--- src/rtl/bpsad_pkg.sv ---
package bpsad_pkg;

    localparam int ACC_W     = 40;
    localparam int LEN_W     = 39;
    localparam int SHIFT_W   = 6;
    localparam int SHIFT_CAP = 42;
    localparam int DIGIT_STEP = 7;

    localparam logic [1:0] REG_SRC_LEN  = 2'd0;
    localparam logic [1:0] REG_TGT_SIZE = 2'd1;

    typedef enum logic [2:0] {
        CMD_SRC_READ = 3'd0,
        CMD_LITERAL  = 3'd1,
        CMD_SRC_COPY = 3'd2,
        CMD_TGT_COPY = 3'd3,
        CMD_STATUS   = 3'd4
    } t_cmd;

    typedef enum logic [2:0] {
        ERR_NONE     = 3'd0,
        ERR_SRC_READ = 3'd1,
        ERR_OFFSET   = 3'd2,
        ERR_SRC_LEN  = 3'd3,
        ERR_TRUNC    = 3'd4,
        ERR_SIZE     = 3'd5
    } t_err;

    typedef enum logic [1:0] {
        ACT_SRC_READ = 2'd0,
        ACT_TGT_READ = 2'd1,
        ACT_SRC_COPY = 2'd2,
        ACT_TGT_COPY = 2'd3
    } t_action;

    // Add v << sh into the accumulator, saturating at all ones.
    function automatic logic [ACC_W-1:0] acc_add(input logic [ACC_W-1:0] acc,
                                                 input logic [6:0] v,
                                                 input logic [SHIFT_W-1:0] sh);
        logic [ACC_W+7:0] t;
        logic [ACC_W+7:0] s;
        logic [ACC_W-1:0] r;
        t = {{(ACC_W+1){1'b0}}, v} << sh;
        s = t + {8'b0, acc};
        if (v == 7'd0) begin
            r = acc;
        end else if (sh > SHIFT_W'(ACC_W)) begin
            r = '1;
        end else if (|s[ACC_W+7:ACC_W]) begin
            r = '1;
        end else begin
            r = s[ACC_W-1:0];
        end
        return r;
    endfunction

endpackage

--- src/rtl/bps_patch_action_decoder_top.sv ---
// Channel   Direction  Handshake                   Payload
// patch in  input      i_in_valid / o_in_stall     i_patch_byte, i_stream_end
// result    output     o_out_valid / i_out_stall   o_command_kind .. o_finished
// config    input      i_cfg_we                    i_cfg_index, i_cfg_data
//
// One byte per cycle while o_in_stall is low; results are decoded from the input register.
// The rate is set by the single decode step between the input and result registers.
// i_rst_n is synchronous: it clears the decode state, the config registers and both valids.
// A stalled result holds its register; the input register then fills and o_in_stall rises.
module bps_patch_action_decoder_top #(
    parameter int ADDR_BITS = 32
) (
    input  logic        i_clk,
    input  logic        i_rst_n,
    input  logic        i_cfg_we,
    input  logic [1:0]  i_cfg_index,
    input  logic [31:0] i_cfg_data,
    input  logic        i_in_valid,
    output logic        o_in_stall,
    input  logic [7:0]  i_patch_byte,
    input  logic        i_stream_end,
    output logic        o_out_valid,
    input  logic        i_out_stall,
    output logic [2:0]  o_command_kind,
    output logic [31:0] o_from_address,
    output logic [31:0] o_to_address,
    output logic [32:0] o_copy_length,
    output logic [7:0]  o_literal_value,
    output logic [2:0]  o_error_code,
    output logic        o_finished
);
    import bpsad_pkg::*;

    localparam int POS_W = ADDR_BITS + 1;
    localparam int SUM_W = ((POS_W > LEN_W) ? POS_W : LEN_W) + 1;
    localparam logic [SUM_W-1:0] POS_LIMIT = {{(SUM_W-1){1'b0}}, 1'b1} << ADDR_BITS;

    typedef enum logic [1:0] {
        PH_NUMBER  = 2'd0,
        PH_OFFSET  = 2'd1,
        PH_LITERAL = 2'd2
    } t_phase;

    function automatic logic fits(input logic [SUM_W-1:0] pos,
                                  input logic [SUM_W-1:0] len);
        return (pos + len) <= POS_LIMIT;
    endfunction

    logic [31:0]        r_source_length;
    logic [31:0]        r_expected_size;

    logic               r_in_valid;
    logic [7:0]         r_in_byte;
    logic               r_in_end;

    t_phase             r_phase,     n_phase;
    logic [ACC_W-1:0]   r_acc,       n_acc;
    logic [SHIFT_W-1:0] r_shift,     n_shift;
    logic               r_pend_tgt,  n_pend_tgt;
    logic [LEN_W-1:0]   r_pend_len,  n_pend_len;
    logic [LEN_W-1:0]   r_lit_rem,   n_lit_rem;
    logic [POS_W-1:0]   r_out_pos,   n_out_pos;
    logic [31:0]        r_src_off,   n_src_off;
    logic [POS_W-1:0]   r_tgt_off,   n_tgt_off;
    t_err               r_err,       n_err;

    logic               r_out_valid;
    t_cmd               r_kind;
    logic [31:0]        r_from;
    logic [31:0]        r_to;
    logic [32:0]        r_len;
    logic [7:0]         r_lit;
    t_err               r_err_out;
    logic               r_fin;

    logic               out_free;
    logic               proc;
    logic               emit;
    logic               have;
    t_cmd               res_kind;
    t_err               res_err;
    logic [SUM_W-1:0]   res_from;
    logic [SUM_W-1:0]   res_to;
    logic [LEN_W-1:0]   res_len;
    logic [7:0]         res_lit;

    logic               done;
    logic [ACC_W-1:0]   acc1;
    logic [ACC_W-1:0]   acc2;
    logic [SHIFT_W-1:0] shift_inc;
    logic [SHIFT_W-1:0] shift2;
    logic [LEN_W-1:0]   act_len;
    logic [LEN_W-1:0]   mag;
    logic               neg;
    logic [SUM_W-1:0]   pos_x;
    logic [SUM_W-1:0]   src_len_x;
    logic [SUM_W-1:0]   act_x;
    logic [SUM_W-1:0]   mag_x;
    logic [SUM_W-1:0]   pl_x;
    logic [SUM_W-1:0]   so_x;
    logic [SUM_W-1:0]   so_new_x;
    logic [SUM_W-1:0]   to_x;
    logic [SUM_W-1:0]   to_new_x;
    logic               src_fail;
    logic               tgt_fail;
    logic [SUM_W-1:0]   so_end_x;
    logic [SUM_W-1:0]   pos_pl_x;
    logic [SUM_W-1:0]   pos_act_x;

    assign out_free   = !r_out_valid || !i_out_stall;
    assign proc       = r_in_valid && out_free;
    assign o_in_stall = !i_rst_n || (r_in_valid && !out_free);

    assign done      = r_in_byte[7];
    assign acc1      = acc_add(r_acc, r_in_byte[6:0], r_shift);
    assign shift_inc = r_shift + SHIFT_W'(DIGIT_STEP);
    assign shift2    = (shift_inc > SHIFT_W'(SHIFT_CAP)) ? SHIFT_W'(SHIFT_CAP) : shift_inc;
    assign acc2      = acc_add(acc1, 7'd1, shift2);

    assign act_len   = {1'b0, acc1[ACC_W-1:2]} + LEN_W'(1);
    assign mag       = acc1[ACC_W-1:1];
    assign neg       = acc1[0] && (|mag);

    assign pos_x     = SUM_W'(r_out_pos);
    assign src_len_x = SUM_W'(r_source_length);
    assign act_x     = SUM_W'(act_len);
    assign mag_x     = SUM_W'(mag);
    assign pl_x      = SUM_W'(r_pend_len);
    assign so_x      = SUM_W'(r_src_off);
    assign to_x      = SUM_W'(r_tgt_off);

    assign src_fail  = neg ? (mag_x > so_x) : ((so_x + mag_x) >= src_len_x);
    assign so_new_x  = neg ? (so_x - mag_x) : (so_x + mag_x);
    assign tgt_fail  = neg ? (mag_x > to_x) : ((to_x + mag_x) >= pos_x);
    assign to_new_x  = neg ? (to_x - mag_x) : (to_x + mag_x);
    assign so_end_x  = so_new_x + pl_x;
    assign pos_pl_x  = pos_x + pl_x;
    assign pos_act_x = pos_x + act_x;

    always_comb begin
        n_phase    = r_phase;
        n_acc      = r_acc;
        n_shift    = r_shift;
        n_pend_tgt = r_pend_tgt;
        n_pend_len = r_pend_len;
        n_lit_rem  = r_lit_rem;
        n_out_pos  = r_out_pos;
        n_src_off  = r_src_off;
        n_tgt_off  = r_tgt_off;
        n_err      = r_err;
        have       = 1'b0;
        res_kind   = CMD_STATUS;
        res_from   = '0;
        res_to     = '0;
        res_len    = '0;
        res_lit    = '0;

        if (r_err == ERR_NONE) begin
            case (r_phase)
                PH_LITERAL: begin
                    have      = 1'b1;
                    res_kind  = CMD_LITERAL;
                    res_to    = pos_x;
                    res_len   = LEN_W'(1);
                    res_lit   = r_in_byte;
                    n_out_pos = r_out_pos + POS_W'(1);
                    n_lit_rem = r_lit_rem - LEN_W'(1);
                    if (r_lit_rem == LEN_W'(1)) begin
                        n_phase = PH_NUMBER;
                    end
                end
                PH_OFFSET: begin
                    if (done) begin
                        n_acc   = '0;
                        n_shift = '0;
                        n_phase = PH_NUMBER;
                        if (!r_pend_tgt) begin
                            if (src_fail) begin
                                n_err = ERR_OFFSET;
                            end else if (so_end_x > src_len_x) begin
                                n_err = ERR_SRC_LEN;
                            end else if (!fits(pos_x, pl_x)) begin
                                n_err = ERR_SIZE;
                            end else begin
                                have      = 1'b1;
                                res_kind  = CMD_SRC_COPY;
                                res_from  = so_new_x;
                                res_to    = pos_x;
                                res_len   = r_pend_len;
                                n_src_off = so_end_x[31:0];
                                n_out_pos = pos_pl_x[POS_W-1:0];
                            end
                        end else begin
                            if (tgt_fail) begin
                                n_err = ERR_OFFSET;
                            end else if (!fits(pos_x, pl_x)) begin
                                n_err = ERR_SIZE;
                            end else begin
                                have      = 1'b1;
                                res_kind  = CMD_TGT_COPY;
                                res_from  = to_new_x;
                                res_to    = pos_x;
                                res_len   = r_pend_len;
                                n_tgt_off = to_new_x[POS_W-1:0] + pl_x[POS_W-1:0];
                                n_out_pos = pos_pl_x[POS_W-1:0];
                            end
                        end
                    end else begin
                        n_acc   = acc2;
                        n_shift = shift2;
                    end
                end
                default: begin
                    n_phase = PH_NUMBER;
                    if (done) begin
                        n_acc   = '0;
                        n_shift = '0;
                        case (t_action'(acc1[1:0]))
                            ACT_SRC_READ: begin
                                if (pos_act_x > src_len_x) begin
                                    n_err = ERR_SRC_READ;
                                end else if (!fits(pos_x, act_x)) begin
                                    n_err = ERR_SIZE;
                                end else begin
                                    have      = 1'b1;
                                    res_kind  = CMD_SRC_READ;
                                    res_from  = pos_x;
                                    res_to    = pos_x;
                                    res_len   = act_len;
                                    n_out_pos = pos_act_x[POS_W-1:0];
                                end
                            end
                            ACT_TGT_READ: begin
                                if (!fits(pos_x, act_x)) begin
                                    n_err = ERR_SIZE;
                                end else begin
                                    n_lit_rem = act_len;
                                    n_phase   = PH_LITERAL;
                                end
                            end
                            default: begin
                                n_pend_tgt = acc1[0];
                                n_pend_len = act_len;
                                n_phase    = PH_OFFSET;
                            end
                        endcase
                    end else begin
                        n_acc   = acc2;
                        n_shift = shift2;
                    end
                end
            endcase

            if (r_in_end && n_err == ERR_NONE) begin
                if (n_phase != PH_NUMBER || n_shift != '0) begin
                    n_err = ERR_TRUNC;
                end else if (SUM_W'(n_out_pos) != SUM_W'(r_expected_size)) begin
                    n_err = ERR_SIZE;
                end
            end
        end

        res_err = n_err;
        emit    = have || r_in_end || (n_err != r_err);

        if (r_in_end) begin
            n_phase    = PH_NUMBER;
            n_acc      = '0;
            n_shift    = '0;
            n_pend_tgt = 1'b0;
            n_pend_len = '0;
            n_lit_rem  = '0;
            n_out_pos  = '0;
            n_src_off  = '0;
            n_tgt_off  = '0;
            n_err      = ERR_NONE;
        end
    end

    always_ff @(posedge i_clk) begin
        if (!i_rst_n) begin
            r_source_length <= '0;
            r_expected_size <= '0;
            r_in_valid      <= 1'b0;
            r_out_valid     <= 1'b0;
            r_phase         <= PH_NUMBER;
            r_acc           <= '0;
            r_shift         <= '0;
            r_pend_tgt      <= 1'b0;
            r_pend_len      <= '0;
            r_lit_rem       <= '0;
            r_out_pos       <= '0;
            r_src_off       <= '0;
            r_tgt_off       <= '0;
            r_err           <= ERR_NONE;
        end else begin
            if (i_cfg_we) begin
                case (i_cfg_index)
                    REG_SRC_LEN:  r_source_length <= i_cfg_data;
                    REG_TGT_SIZE: r_expected_size <= i_cfg_data;
                    default: ;
                endcase
            end

            if (!r_in_valid || proc) begin
                r_in_valid <= i_in_valid;
                r_in_byte  <= i_patch_byte;
                r_in_end   <= i_stream_end;
            end

            if (proc) begin
                r_phase    <= n_phase;
                r_acc      <= n_acc;
                r_shift    <= n_shift;
                r_pend_tgt <= n_pend_tgt;
                r_pend_len <= n_pend_len;
                r_lit_rem  <= n_lit_rem;
                r_out_pos  <= n_out_pos;
                r_src_off  <= n_src_off;
                r_tgt_off  <= n_tgt_off;
                r_err      <= n_err;
            end

            if (out_free) begin
                r_out_valid <= proc && emit;
                r_kind      <= res_kind;
                r_from      <= res_from[31:0];
                r_to        <= res_to[31:0];
                r_len       <= res_len[32:0];
                r_lit       <= res_lit;
                r_err_out   <= res_err;
                r_fin       <= r_in_end;
            end
        end
    end

    assign o_out_valid     = r_out_valid;
    assign o_command_kind  = r_kind;
    assign o_from_address  = r_from;
    assign o_to_address    = r_to;
    assign o_copy_length   = r_len;
    assign o_literal_value = r_lit;
    assign o_error_code    = r_err_out;
    assign o_finished      = r_fin;

endmodule

--- config.mk ---
export PLATFORM = sky130hd
export DESIGN_NAME = bps_patch_action_decoder_top
export DESIGN_NICKNAME = d
export VERILOG_FILES = /design/src/rtl/bpsad_pkg.sv /design/src/rtl/bps_patch_action_decoder_top.sv
export SDC_FILE = /design/constraint.sdc
export NUM_CORES = 2
export LEC_CHECK = 0
export ABC_AREA = 0
export BUFFER_PORTS_ARGS = -buffer_cell sky130_fd_sc_hd__buf_2
export CAP_MARGIN = 20
export CORE_MARGIN = 5
export CORE_UTILIZATION = 45
export DETAILED_ROUTE_END_ITERATION = 6
export GPL_TIMING_DRIVEN = 0
export PLACE_DENSITY = 0.67
export RECOVER_POWER = 100
export SLEW_MARGIN = 0
export SYNTH_ARGS = -nofsm -noshare
export SYNTH_HDL_FRONTEND = slang
export SYNTH_SLANG_ARGS = --single-unit
--- constraint.sdc ---
create_clock -name i_clk -period 28.7 [get_ports i_clk]
set_input_delay 1.435 -clock i_clk [delete_from_list [all_inputs] [get_ports i_clk]]
set_output_delay 1.435 -clock i_clk [all_outputs]
set_load 0.02 [all_outputs]
Yosys cells after proc, flatten, opt, wreduce, memory -nomap -nowiden
Index checks and enable logic that the tools add are counted.
W data, S select, Z words.
{ "totals": {"register_bits": 415, "out_inout_bits": 114} }
{ "op_classes": {"addsub": 14, "magnitude_cmp": 11, "n_eq_ne": 15, "shifts": 2, "muxes": 144, "reduce_logical": 47} }
{ "op_table": {"columns": ["op", "n"], "rows": [
  ["$mux W33", 31],
  ["$mux W32", 25],
  ["$mux W40", 10],
  ["$mux W39", 10],
  ["$pmux W33 S2", 2],
  ["$pmux W32 S2", 2],
  ["$add A33 B39 Y40", 3],
  ["$add A48 B40 Y48", 2],
  ["$gt A40 B32 Y1", 2],
  ["$le A40 B33 Y1 const B", 2],
  ["$mux W3", 26],
  ["$pmux W39 S2", 1],
  ["$shl A1 B6 Y48 const A", 1],
  ["$shl A7 B6 Y48", 1],
  ["$add A32 B39 Y40", 1],
  ["$add A40 B39 Y40", 1],
  ["$ge A40 B32 Y1", 1],
  ["$ge A40 B33 Y1", 1],
  ["$sub A32 B39 Y40", 1],
  ["$add A38 B1 Y39 const B", 1],
  ["$eq A39 B1 Y1 const B", 1],
  ["$gt A39 B32 Y1", 1],
  ["$gt A39 B33 Y1", 1],
  ["$reduce_or A39 Y1", 1],
  ["other kinds (35)", 105]
]} }

Longest topological paths before layout
{ "logic_depth": {"word_depth": 25, "depth_mapped": 80, "mapped_depth_nobuf": 72} }

Worst setup path before layout
No wires, ideal clock.
{ "synth_timing": {"path_kind": "register to register", "start": "register r_shift[0]", "end": "register r_err_out[2] (netlist: o_error_code[2]) (data pin)", "setup_ns": 0.256, "arrival_ns": 13.762, "slack_ns": 14.681, "stages_incl_launch_ff": 75, "path_buffers": 9, "period_less_slack_ns": 14.019, "path_cell_list": "dfxtp_1 buf_2 buf_1 mux2i_1 nor2_1 mux2_2 nand2_1 nor2_1 ha_1 o211ai_1 o211ai_1 nand3_1 a211oi_1 nor3_1 or2_2 clkbuf_1 a211oi_1 nor4_1 [39 not listed] o21ai_0 o31ai_1 o2111ai_1 nor4_1 and3_1 nor2b_1 mux2i_1 o21ai_2 buf_2 buf_2 nand3_1 a211o_1 a2111oi_0 nand4b_1 and4bb_1 a31oi_1 o21ai_1 nand2_1"} }
{ "synth_between": {"elab_chain_cells": 22, "elab_cells_between_ends": 70, "classes_between": "add/sub (8); order compare (9); eq/ne (2); shift (1); mux (41); reduce/logical (9)"} }
{ "synth_lines": {"columns": ["element", "line", "text"], "rows": [
  ["start: declaration", "bps_patch_action_decoder_top.sv:58", "logic [SHIFT_W-1:0] r_shift, n_shift;"],
  ["start signal: assignment", "bps_patch_action_decoder_top.sv:314", "r_shift <= n_shift;"],
  ["parallel branches: the longest is 20 deep, another holds $add A48 B40 Y48", null, null],
  ["$mux W3 *", "bps_patch_action_decoder_top.sv:254", "if (r_in_end && n_err == ERR_NONE) begin"],
  ["$mux W3 *", "bps_patch_action_decoder_top.sv:158", "if (r_err == ERR_NONE) begin"],
  ["named net res_err[2]", "bps_patch_action_decoder_top.sv:81", "t_err res_err;"],
  ["end signal: assignment", "bps_patch_action_decoder_top.sv:331", "r_err_out <= res_err;"],
  ["end: declaration", "bps_patch_action_decoder_top.sv:73", "t_err r_err_out;"]
]} }
Mark *: on every way through the listed nets, which the timed path passes. The select of a mux whose other input is x is not followed.
A chain may end at the register's enable or synchronous reset.

Final worst setup path
Ends and elaborated chain as after synthesis.

==> impl_metrics.csv <==
group,metric,value,unit
die,die_width,325.7,um
critical_path,worstPathMaxFanout,10,
run,cap_violations,8,
grt,antenna_violations_before_repair,8,
critical_path,crit_type,"flip-flop to flip-flop",
logic_synthesis,synth_seq_cells,415,
run_status,status,"finished with violations",
timing,setup_viol,0,
final_layout,nNetsFinal,6862,
die,initial_core_utilization,45.44,%
critical_path,worst_ep_required_time,29.10,ns
run_status,violations,"DRC, capacitance limit, slew limit",
critical_path,crit-reg2reg-launch,"r_shift[0]",
route,drc_errors,11,
route,drt_iter0_markers,7773,
critical_path,critPathLaunchType,"flip-flop",
timing,finalWorstPathRequiredPeriod,25.68,ns
final_layout,layout_common_cells,"sky130_fd_sc_hd__nor2_1, sky130_fd_sc_hd__nand2_1, sky130_fd_sc_hd__a21oi_1",
logic_synthesis,synthesis.area,44860,um^2
clocking,cts.root.buffer_cell,"sky130_fd_sc_hd__clkbuf_16",
logic_synthesis,synth_cells,6007,
timing,setup_total_negative_slack,0,ns
min_path,min_to,"r_source_length[8]",
route,number_of_antenna_violating_nets_in_the_routed_design,0,
logic_synthesis,ys.flop_type,"sky130_fd_sc_hd__dfxtp_1",
route,finalWirelength,249500,um
timing,timing.final.ws_setup,3.016,ns
route,drt_pre_antenna_iters,7,
grt,grt_pass1_wl,342900,um
min_path,number_of_cells_on_the_worst_hold_path,2,
logic_synthesis,post_synthesis_net_count,6584,
placement,gp_routability_congestion,1.111,
clocking,clkSinkCount,415,
critical_path,critical_path_arrival,26.09,ns
final_layout,syn2layout_area_growth,10.75,%
clocking,clock_input_transition_at_the_sequential_cells_of_the_worst_setup_and_hold_paths,0.06,ns
power_and_ir_drop,irDropWorstVdd,0.00004515,V
min_path,timing.hold.worst.start,"r_source_length[8]",
logic_synthesis,synth_async_sr_flop_share,0,%
placement,port-buffer-count,161,
critical_path,cp-end-kind,"flip-flop",
die,die_h,325.7,um
timing,drv_slew,101,
timing,hold_violations,0,
grt,number_of_global_route_vias_before_repair,45680,
clocking,tritoncts,"yes",
route,vias_per_cell,6.722,
grt,grt_start_max_net_pins,32,
critical_path,regToRegEndpoint,"o_error_code[2]",
clocking,postCtsResizedCells,0,
clocking,cts_made_buffers,52,
timing,worst_clock_skew,0.04547,ns
critical_path,worst_setup_slack_for_register_to_register_paths,3.02,ns
final_layout,post_route_cells_drive_above_1_share,4.882,%
clocking,postCtsHoldBufs,0,
route,dr_wl_cell,32.71,um
min_path,min-delay-path-class,"flip-flop to flip-flop",
timing,rsz0062_at_grt,"no",
timing,clock.fmax,38.93,MHz
placement,dp_worst_setup_slack,6.715,ns
die,io_pins,162,
timing,timing_worst_slew_pin_value,2.199,ns
grt,grt-ovfl-total,0,
critical_path,crit_path_top_delay_cell,"sky130_fd_sc_hd__o22ai_1",
die,die-area,106100,um^2
grt,gr-usage-all-layers,44.43,%
clocking,cts_post_setup_buffers_inserted,0,
clocking,htreeDepth,2,
power_and_ir_drop,leakage,20.79,nW
final_layout,mostFrequentLayoutCell,"sky130_fd_sc_hd__nor2_1",
logic_synthesis,synth_enable_flop_cells,121,
clocking,worstSkewPairLatency,0.70,ns
die,std_cell_rows,115,
route,detailroute.via_count,51270,
critical_path,worstRegToRegCells,76,
logic_synthesis,synth_cell_type_count,110,
logic_synthesis,post_synth.cell_area_avg,7.467,um^2
power_and_ir_drop,p_per_area,41.48,nW/um^2
placement,detailedPlacementHpwl,204400,um
critical_path,stage_delay_of_the_slowest_cell_on_the_critical_path,1.27,ns
logic_synthesis,ys.warnings.count,0,
logic_synthesis,synth_sequential_area_ratio,21.22,%
die,placeable_core_area,98710,um^2
timing,final_min_period_over_clock_period,89.49,%
clocking,clock_tree.buffer_depth,3,
timing,max_slew_margin,-46.63,%
-- metal layers --
layer  wire [um]  global-route usage (%)  up-vias
li1            -                       -    22420
met1       96690                   58.50    24430
met2       98130                   63.10     3626
met3       32990                   12.28      795
met4       21640                   29.99        6
met5          47                  0.2264        -
-- cell usage after synthesis, types with 15 or more instances --
cell | n | share of area (%)
sky130_fd_sc_hd__o21bai_1 | 84 | 1.4
sky130_fd_sc_hd__or4_1 | 20 | 0.33
sky130_fd_sc_hd__or3_1 | 43 | 0.60
sky130_fd_sc_hd__nor2_1 | 639 | 5.3
sky130_fd_sc_hd__o211ai_1 | 28 | 0.47
sky130_fd_sc_hd__mux2_2 | 15 | 0.38
sky130_fd_sc_hd__nor2b_1 | 51 | 0.71
sky130_fd_sc_hd__a2111oi_0 | 23 | 0.45
sky130_fd_sc_hd__nand2_1 | 608 | 5.1
sky130_fd_sc_hd__ha_1 | 519 | 14
sky130_fd_sc_hd__mux2i_1 | 49 | 1.1
sky130_fd_sc_hd__a22o_1 | 40 | 0.78
sky130_fd_sc_hd__o2111ai_1 | 17 | 0.33
sky130_fd_sc_hd__a31oi_1 | 51 | 0.71
sky130_fd_sc_hd__nand4_1 | 82 | 1.1
sky130_fd_sc_hd__or2_2 | 18 | 0.25
sky130_fd_sc_hd__a21o_1 | 127 | 2.1
sky130_fd_sc_hd__a221oi_1 | 29 | 0.57
sky130_fd_sc_hd__edfxtp_1 | 121 | 8.1
sky130_fd_sc_hd__nor3_1 | 169 | 1.9
sky130_fd_sc_hd__a211oi_1 | 55 | 0.92
sky130_fd_sc_hd__a21boi_0 | 25 | 0.42
sky130_fd_sc_hd__and2_1 | 75 | 1.0
sky130_fd_sc_hd__a211o_1 | 24 | 0.47
sky130_fd_sc_hd__o21ai_0 | 351 | 3.9
sky130_fd_sc_hd__and3_1 | 67 | 0.93
sky130_fd_sc_hd__o31ai_1 | 32 | 0.54
sky130_fd_sc_hd__o22ai_1 | 60 | 0.84
sky130_fd_sc_hd__clkbuf_1 | 263 | 2.2
sky130_fd_sc_hd__xor2_1 | 97 | 1.9
sky130_fd_sc_hd__inv_1 | 335 | 2.8
sky130_fd_sc_hd__a21oi_1 | 588 | 6.6
sky130_fd_sc_hd__o21a_1 | 66 | 1.1
sky130_fd_sc_hd__nand2b_1 | 60 | 0.84
sky130_fd_sc_hd__a22oi_1 | 109 | 1.8
sky130_fd_sc_hd__dfxtp_1 | 294 | 13
sky130_fd_sc_hd__xnor2_1 | 262 | 5.1
sky130_fd_sc_hd__nand3_1 | 125 | 1.4
sky130_fd_sc_hd__nor3b_1 | 27 | 0.45
sky130_fd_sc_hd__nor4_1 | 51 | 0.71
-- worst max-delay path by stage --
stage | from | endpoint | slack (ns) | depth (start not counted)
after floorplan | r_shift[0] | o_error_code[2] | 14.68 | 74
after global placement | r_shift[0] | o_error_code[2] | 5.03 | 72
after detailed placement | r_shift[0] | o_error_code[2] | 6.71 | 64
after CTS | r_shift[0] | o_error_code[2] | 6.60 | 69
after global routing | r_shift[0] | o_error_code[2] | 2.75 | 76
final | r_shift[0] | o_error_code[2] | 3.02 | 76
-- state kept, by name, summed over array words and instances, names as in the netlist, 3 cells and up --
signal and cells:
r_out_pos 33, o_error_code 3, r_tgt_off 33, o_copy_length 33, r_err 3, r_src_off 32
o_to_address 32, r_acc 40, o_from_address 32, r_pend_len 39, r_in_byte 8, r_expected_size 32
o_command_kind 3, r_source_length 32, o_literal_value 8, r_lit_rem 39, r_shift 6
-- final cells by class --
| type | count | area [um^2] |
|---|---|---|
| clock inverter | 33 | 359.1 |
| antenna | 11 | 27.53 |
| inverter | 338 | 1271 |
| sequential | 415 | 9519 |
| multi-input combinational | 4962 | 33040 |
| timing repair buffer | 224 | 1344 |
| fill | 10050 | 49030 |
| clock buffer | 65 | 1360 |
| buffer | 292 | 1154 |
| tap | 1287 | 1610 |
-- worst max-delay path: cells and delay by family, from the launching register on --
| kind | cells | cell delay, ns |
|---|---|---|
| xor gates and xnor gates | 2 | 0.31 |
| adders and majority gates | 5 | 1.51 |
| AOI/OAI and AO/OA | 34 | 11.76 |
| and+or+nand+nor | 24 | 6.43 |
| DFF | 1 | 0.50 |
| muxes | 1 | 0.34 |
| buffers and inverters | 10 | 4.51 |
-- logic make-up (layout without fill, tap and decap cells) --
| logic type | count (synthesis) | in the layout | share of synthesized area, % |
|---|---|---|---|
| compound gates | 1901 | 1901 | 27.58 |
| simple gates | 2103 | 2103 | 22.12 |
| fa+ha+maj | 529 | 529 | 14.92 |
| xor+xnor | 361 | 361 | 7.082 |
| other cells | 0 | 11 | 0 |
| flops | 415 | 415 | 21.22 |
| mux | 68 | 68 | 1.660 |
| buf+inv | 630 | 952 | 5.417 |
-- per-stage QoR --
stage | instance area, um^2 | power [mW] | std cells | utilization [%] | hold WS (ns)
4_1_cts | 50000 | 2.034 | 7610 | 50.66 | 0.4564
3_5_place_dp | 48290 | 1.343 | 7512 | 48.92 | 0.4480
5_1_grt | 49660 | 2.118 | 7617 | 50.31 | 0.4668
3_3_place_gp | 47270 | 1.325 | 7455 | 47.89 | 0.4414
6_report | 49680 | 2.061 | 7627 | 50.33 | 0.4570
2_1_floorplan | 44860 | 1.079 | 6007 | - | 0.4355
-- power by group --
| group | switching, mW | internal [mW] |
|---|---|---|
| Clock | 0.309 | 0.393 |
| Combinational | 0.487 | 0.234 |
| Sequential | 0.0168 | 0.621 |
Note: power is estimated with default switching activity, not from simulation.
